File: src/hw/rtl/mm_pkg.sv
// Shared types and constants for the matrix multiply block.
package mm_pkg;

	localparam int MAX_DIM_DEF    = 8;
	localparam int ELEM_WIDTH_DEF = 16;

	localparam int CFG_W     = 4;
	localparam int CFG_IDX_W = 2;
	localparam int CMD_W     = 2;
	localparam int IDX_W     = 3;
	localparam int IN_ELEM_W = 16;
	localparam int OUT_W     = 36;

	localparam logic [CFG_W-1:0] DIM_RESET = CFG_W'(8);

	typedef enum logic [CMD_W-1:0] {
		CMD_LOAD_A  = 2'd0,
		CMD_LOAD_B  = 2'd1,
		CMD_COMPUTE = 2'd2
	} cmd_t;

	typedef enum logic [CFG_IDX_W-1:0] {
		CFG_ROWS_A  = 2'd0,
		CFG_INNER   = 2'd1,
		CFG_COLS_B  = 2'd2
	} cfg_idx_t;

	typedef enum logic [1:0] {
		ST_IDLE,
		ST_RUN,
		ST_WAIT
	} state_t;

endpackage

File: src/hw/rtl/matrix_multiply.sv
// Matrix multiply top level: element stores, inner-product sequencer, result register.
// Loads: one transfer per cycle while idle, no result.
// Compute: each result element takes one store read per inner step, then read, multiply
// and accumulate stages, and then waits for as long as the result side stalls.
// Reset sets the size registers to 8 and clears control state; the stores are undefined.
module matrix_multiply #(
	parameter int MAX_DIM    = mm_pkg::MAX_DIM_DEF,
	parameter int ELEM_WIDTH = mm_pkg::ELEM_WIDTH_DEF
) (
	input  logic                          clk,
	input  logic                          arst_n,
	input  logic                          cfg_we,
	input  logic [mm_pkg::CFG_IDX_W-1:0]  cfg_index,
	input  logic [mm_pkg::CFG_W-1:0]      cfg_data,
	input  logic                          item_valid,
	output logic                          item_stall,
	input  logic [mm_pkg::CMD_W-1:0]      cmd,
	input  logic [mm_pkg::IDX_W-1:0]      row_index,
	input  logic [mm_pkg::IDX_W-1:0]      col_index,
	input  logic signed [mm_pkg::IN_ELEM_W-1:0] elem_value,
	output logic                          res_valid,
	input  logic                          res_stall,
	output logic [mm_pkg::IDX_W-1:0]      out_row,
	output logic [mm_pkg::IDX_W-1:0]      out_col,
	output logic signed [mm_pkg::OUT_W-1:0] out_value,
	output logic                          is_last
);

	localparam int DW    = (MAX_DIM > 1) ? $clog2(MAX_DIM) : 1;
	localparam int DEPTH = MAX_DIM * MAX_DIM;
	localparam int AW    = (DEPTH > 1) ? $clog2(DEPTH) : 1;
	localparam int PW    = 2 * ELEM_WIDTH;
	localparam int CW    = mm_pkg::CFG_W;
	localparam logic [CW-1:0] DIM_MAX = CW'(MAX_DIM);

	// size registers
	logic [CW-1:0] rows_a_q, inner_q, cols_b_q;
	logic [CW-1:0] nr, nk, nc;

	always_ff @(posedge clk or negedge arst_n) begin
		if (!arst_n) begin
			rows_a_q <= mm_pkg::DIM_RESET;
			inner_q  <= mm_pkg::DIM_RESET;
			cols_b_q <= mm_pkg::DIM_RESET;
		end else if (cfg_we) begin
			unique case (cfg_index)
				mm_pkg::CFG_ROWS_A: rows_a_q <= cfg_data;
				mm_pkg::CFG_INNER:  inner_q  <= cfg_data;
				mm_pkg::CFG_COLS_B: cols_b_q <= cfg_data;
				default: ;
			endcase
		end
	end

	always_comb begin
		nr = (rows_a_q == '0) ? CW'(1) : ((rows_a_q > DIM_MAX) ? DIM_MAX : rows_a_q);
		nk = (inner_q  == '0) ? CW'(1) : ((inner_q  > DIM_MAX) ? DIM_MAX : inner_q);
		nc = (cols_b_q == '0) ? CW'(1) : ((cols_b_q > DIM_MAX) ? DIM_MAX : cols_b_q);
	end

	// sequencer
	mm_pkg::state_t state_q, state_nxt;
	logic [DW-1:0]  i_q, j_q, p_q;
	logic           res_valid_q;
	logic           v_s1, first_s1, last_s1;
	logic           v_s2, first_s2, last_s2;

	logic item_xfer, res_xfer;
	logic p_last, j_last, i_last, elem_last;
	logic start, issue, advance;

	assign item_xfer = item_valid && !item_stall;
	assign res_xfer  = res_valid_q && !res_stall;
	assign p_last    = (CW'(p_q) == nk - CW'(1));
	assign j_last    = (CW'(j_q) == nc - CW'(1));
	assign i_last    = (CW'(i_q) == nr - CW'(1));
	assign elem_last = i_last && j_last;

	always_comb begin
		state_nxt = state_q;
		unique case (state_q)
			mm_pkg::ST_IDLE:
				if (item_xfer && cmd == mm_pkg::CMD_COMPUTE) state_nxt = mm_pkg::ST_RUN;
			mm_pkg::ST_RUN:
				if (p_last) state_nxt = mm_pkg::ST_WAIT;
			mm_pkg::ST_WAIT:
				if (res_xfer) state_nxt = elem_last ? mm_pkg::ST_IDLE : mm_pkg::ST_RUN;
			default: state_nxt = mm_pkg::ST_IDLE;
		endcase
	end

	always_comb begin
		item_stall = 1'b1;
		start      = 1'b0;
		issue      = 1'b0;
		advance    = 1'b0;
		unique case (state_q)
			mm_pkg::ST_IDLE: begin
				item_stall = 1'b0;
				start      = item_valid && cmd == mm_pkg::CMD_COMPUTE;
			end
			mm_pkg::ST_RUN:  issue   = 1'b1;
			mm_pkg::ST_WAIT: advance = res_xfer && !elem_last;
			default: ;
		endcase
	end

	always_ff @(posedge clk or negedge arst_n) begin
		if (!arst_n) begin
			state_q <= mm_pkg::ST_IDLE;
			i_q     <= '0;
			j_q     <= '0;
			p_q     <= '0;
		end else begin
			state_q <= state_nxt;
			if (start) begin
				i_q <= '0;
				j_q <= '0;
				p_q <= '0;
			end else if (issue) begin
				p_q <= p_last ? '0 : p_q + DW'(1);
			end else if (advance) begin
				if (j_last) begin
					j_q <= '0;
					i_q <= i_q + DW'(1);
				end else begin
					j_q <= j_q + DW'(1);
				end
			end
		end
	end

	// element stores
	logic [ELEM_WIDTH-1:0] a_mem [DEPTH];
	logic [ELEM_WIDTH-1:0] b_mem [DEPTH];
	logic [ELEM_WIDTH-1:0] wr_val;
	logic [AW-1:0]         wr_addr, rd_a_addr, rd_b_addr;
	logic                  wr_ok;
	logic signed [ELEM_WIDTH-1:0] rd_a_s1, rd_b_s1;

	assign wr_val    = ELEM_WIDTH'($unsigned(elem_value));
	assign wr_addr   = AW'(int'(row_index) * MAX_DIM + int'(col_index));
	assign wr_ok     = item_xfer && (int'(row_index) < MAX_DIM) && (int'(col_index) < MAX_DIM);
	assign rd_a_addr = AW'(int'(i_q) * MAX_DIM + int'(p_q));
	assign rd_b_addr = AW'(int'(p_q) * MAX_DIM + int'(j_q));

	always_ff @(posedge clk) begin
		if (wr_ok && cmd == mm_pkg::CMD_LOAD_A) a_mem[wr_addr] <= wr_val;
		if (wr_ok && cmd == mm_pkg::CMD_LOAD_B) b_mem[wr_addr] <= wr_val;
		rd_a_s1 <= a_mem[rd_a_addr];
		rd_b_s1 <= b_mem[rd_b_addr];
	end

	// multiply and accumulate pipeline
	logic signed [PW-1:0]   prod_s2;
	logic signed [mm_pkg::OUT_W-1:0] acc_q, prod_ext, sum_nxt;

	always_ff @(posedge clk or negedge arst_n) begin
		if (!arst_n) begin
			v_s1 <= 1'b0;
			v_s2 <= 1'b0;
		end else begin
			v_s1 <= issue;
			v_s2 <= v_s1;
		end
	end

	always_ff @(posedge clk) begin
		first_s1 <= (p_q == '0);
		last_s1  <= p_last;
		first_s2 <= first_s1;
		last_s2  <= last_s1;
		prod_s2  <= rd_a_s1 * rd_b_s1;
	end

	assign prod_ext = mm_pkg::OUT_W'(prod_s2);
	assign sum_nxt  = first_s2 ? prod_ext : acc_q + prod_ext;

	always_ff @(posedge clk) begin
		if (v_s2) acc_q <= sum_nxt;
	end

	// result register; the sequencer waits for its transfer before the next element
	logic [mm_pkg::IDX_W-1:0]        out_row_q, out_col_q;
	logic signed [mm_pkg::OUT_W-1:0] out_value_q;
	logic                            is_last_q;

	always_ff @(posedge clk or negedge arst_n) begin
		if (!arst_n) begin
			res_valid_q <= 1'b0;
		end else if (v_s2 && last_s2) begin
			res_valid_q <= 1'b1;
		end else if (res_xfer) begin
			res_valid_q <= 1'b0;
		end
	end

	always_ff @(posedge clk) begin
		if (v_s2 && last_s2) begin
			out_row_q   <= mm_pkg::IDX_W'(i_q);
			out_col_q   <= mm_pkg::IDX_W'(j_q);
			out_value_q <= sum_nxt;
			is_last_q   <= elem_last;
		end
	end

	assign res_valid = res_valid_q;
	assign out_row   = out_row_q;
	assign out_col   = out_col_q;
	assign out_value = out_value_q;
	assign is_last   = is_last_q;

endmodule
File: config.mk
export PLATFORM = sky130hd
export DESIGN_NAME = matrix_multiply
export DESIGN_NICKNAME = d
export VERILOG_FILES = /design/src/hw/rtl/mm_pkg.sv /design/src/hw/rtl/matrix_multiply.sv
export SDC_FILE = /design/constraint.sdc
export NUM_CORES = 2
export LEC_CHECK = 0
export ABC_AREA = 0
export BUFFER_PORTS_ARGS = -buffer_cell sky130_fd_sc_hd__buf_2
export CORE_MARGIN = 2
export CORE_UTILIZATION = 65
export CTS_BUF_LIST = sky130_fd_sc_hd__clkbuf_8
export DETAILED_ROUTE_END_ITERATION = 8
export PLACE_DENSITY = 0.82
export SLEW_MARGIN = 10
export SYNTH_ARGS = -nofsm -noshare
export SYNTH_HDL_FRONTEND = slang
export SYNTH_SLANG_ARGS = --single-unit
File: constraint.sdc
create_clock -name clk -period 8.4 [get_ports clk]
set_input_delay 2.1 -clock clk [delete_from_list [all_inputs] [get_ports clk]]
set_output_delay 2.1 -clock clk [all_outputs]
set_load 0.1 [all_outputs]
==> impl_metrics.ini <==
[setup_path]
r2r-start = rd_a_s1[11]
crit_type = register to register
critical_path_required_ps = 9320
endpoint_kind = register
ff2ff_setup_slack_ps = 1780
reg2regPathDepth = 20
cp_data_arrival_time_ps = 7540
r2r_end = prod_s2[30]
start_kind = register
crit_fanout = 16

[global_route]
grt_max_degree = 156
grt.total_usage_pct = 31.0
grt_pass1_vias = 49799
antenna_found_initial = 26
grt_pass1_wl_mm = 333
grt_overflow = 0

[cells_and_area]
flow.area_growth_from_synthesis_pct = 10.3
layout-drive-gt1-share_pct = 26.0
final_nets = 5541
fin_cells = 7311
layout_commonest_cell = edfxtp_1
final_cell_mix = edfxtp_1 (2,127), mux4_2 (672), inv_1 (434), clkbuf_8 (370), fa_1 (263)

[timing]
relSlewSlack_pct = 22.2
drv_slew = 0
fmax_mhz = 151
min_period_ps = 6620
hold_viol = 0
finalSetupViolCount = 0
tightest_slew_ps = 1170
finClkSkew_ps = 117
fin_crit_sh_pct = 78.8
setup_tns_ps = 0
rsz0062_at_grt = no

[detailed_routing]
met2WireLength_mm = 113
drtPass1Iterations = 8
viasPerCell = 6.77
dr.first_iter.drc_count = 7235
vias = 49478
drtAntennaViolNets = 0
wl_met1_mm = 82.1
wl_per_cell_um = 32.7
totalWireLength_mm = 239
dr.max_layer_used = met5
wl_met3_mm = 33.5
drc = 0

[floorplanning]
start_util_pct = 65.4
die-area_um2 = 149000
ios = 80
coreArea_um2 = 145000
rows = 140
die_y_um = 386
die-width_um = 386

[clock_tree]
cts_tree = done
post_cts_buffers = 0
cts.sinks = 2221
clkTransAtPathRegs_ps = 60
insertion_delay_ps = 1110
cts.path.max_buffers = 4
post_cts_resized = 0
root_buffer = clkbuf_8
cts_hold_buf = 0
ctsHtreeMaxLevel = 5
cts_buffers = 352

[logic_synthesis]
ys.flop_type = edfxtp_1
async_reset_ff_share_pct = 1.17
synthesis.area_um2 = 95100
syn-num-nets = 5148
netlist_instances = 4726
synth_edf_count = 2127
avgSynthCellArea_um2 = 20.1
synth_cell_types = 69
ys_seq_elements = 2221
synth-seq-area-share_pct = 69.3
ys_warn_count = 0

[min_path]
min_from = last_s1
hold_path_class = register to register
holdPathEnd = last_s2
min_path_cells = 0

[placement]
dp_hpwl_mm = 135
gp_congestion = 0.873
place.port_buffers = 79
placed_cells = 6680

[run]
drv_cap = 0

[outcome]
status = finished clean
-- sequential cells by signal (all words and copies together), names as in the netlist, 2 cells and up --
| signal | flops |
|---|---|
| rd_a_s1 | 16 |
| j_q | 3 |
| rd_b_s1 | 16 |
| i_q | 3 |
| p_q | 3 |
| cols_b_q | 4 |
| out_col | 3 |
| b_mem | 1024 |
| rows_a_q | 4 |
| inner_q | 4 |
| acc_q | 36 |
| prod_s2 | 32 |
| a_mem | 1024 |
| state_q | 2 |
| out_row | 3 |
| out_value | 36 |
-- final cells by class --
cell class                      count  area [µm²]
Timing Repair Buffer              247        1810
Clock inverter                    242        1270
Antenna cell                       17        42.5
Fill cell                        7896       40600
Sequential cell                  2221       65900
Inverter                          319        1200
Multi-Input combinational cell   1978       27100
Tap cell                         1917        2400
Clock buffer                      370        5090
-- metal layers --
layer	global-route usage (%)	up-vias
li1	-	19450
met1	44.4	25160
met2	47.0	4132
met3	8.07	718
met4	11.8	18
met5	0	-
-- cell families (layout without fill, tap and decap cells) --
group                    after synthesis  count (layout)  share of synthesized area (%)
adder cells (fa/ha/maj)              387             387                           7.17
AND/OR/NAND/NOR                      612             612                           3.06
XOR/XNOR                              73              73                          0.673
buffers and inverters                527            1178                           2.22
multiplexers                         689             689                           16.1
AO/OA/AOI/OAI                        217             217                           1.46
flip-flops                          2221            2221                           69.3
other                                  0              17                              0
-- critical path, stage by stage, from the launching register on --
cell and delay, ps:
dfxtp_1 700, nand2_1 170, fa_1 540, fa_1 540
fa_1 530, inv_1 50, fa_1 480, fa_1 500
inv_1 50, fa_1 470, inv_1 40, ha_1 350
nand3_1 150, nor2_1 120, a21boi_0 350, o21ai_0 210
a21boi_1 420, a311oi_1 240, o31ai_1 270, a21oi_1 110
xnor2_1 120
-- cell usage after synthesis (4+ instances only) --
library cell | number | area, µm²
nand2b_1 | 17 | 106
buf_4 | 12 | 90.1
clkbuf_1 | 120 | 450
nand3b_1 | 7 | 52.6
a21o_1 | 32 | 240
nor4_1 | 4 | 25.0
a211oi_1 | 9 | 67.6
o211ai_1 | 4 | 30.0
a311oi_1 | 4 | 35.0
buf_1 | 29 | 109
nand2_1 | 195 | 732
xnor2_1 | 46 | 403
o21ai_0 | 56 | 280
o31ai_1 | 8 | 60.1
dfxtp_1 | 68 | 1360
ha_1 | 124 | 1550
o21bai_1 | 6 | 45.0
o21ai_1 | 6 | 30.0
mux2_2 | 14 | 158
inv_1 | 319 | 1200
edfxtp_1 | 2127 | 63900
nor2_1 | 182 | 683
nor3_1 | 6 | 30.0
a21oi_1 | 49 | 245
buf_2 | 43 | 215
a211o_1 | 4 | 35.0
xor2_1 | 27 | 236
or3_1 | 7 | 43.8
buf_6 | 4 | 45.0
o21a_1 | 12 | 90.1
and3_1 | 4 | 25.0
and2_1 | 132 | 826
mux4_2 | 672 | 15100
a31oi_1 | 5 | 31.3
nand3_1 | 17 | 85.1
nor2b_1 | 13 | 81.3
fa_1 | 263 | 5270
nor3b_1 | 8 | 60.1
dfrtp_1 | 23 | 576
-- stage by stage --
stage	area (µm²)	hold slack, ps	util, %	setup WS (ps)
after global placement	98400	312	67.7	2030
after CTS	105000	333	72.0	1870
after floorplan	95100	310	-	2450
after global routing	105000	352	72.1	1400
after detailed placement	98400	320	67.7	1940
final	105000	336	72.1	1780
-- worst max path at each step --
stage	slack (ps)	end	from
2_1_floorplan	2450	prod_s2[31]	rd_a_s1[15]
3_3_place_gp	2030	prod_s2[30]	rd_a_s1[8]
3_5_place_dp	1940	prod_s2[30]	rd_a_s1[11]
4_1_cts	1870	prod_s2[30]	rd_a_s1[11]
5_1_grt	1400	prod_s2[30]	rd_a_s1[9]
6_report	1780	prod_s2[30]	rd_a_s1[11]
Power is left out: the tool's default activity adds up to more than one toggle a clock period on the data nets, which glitch-free logic cannot reach.
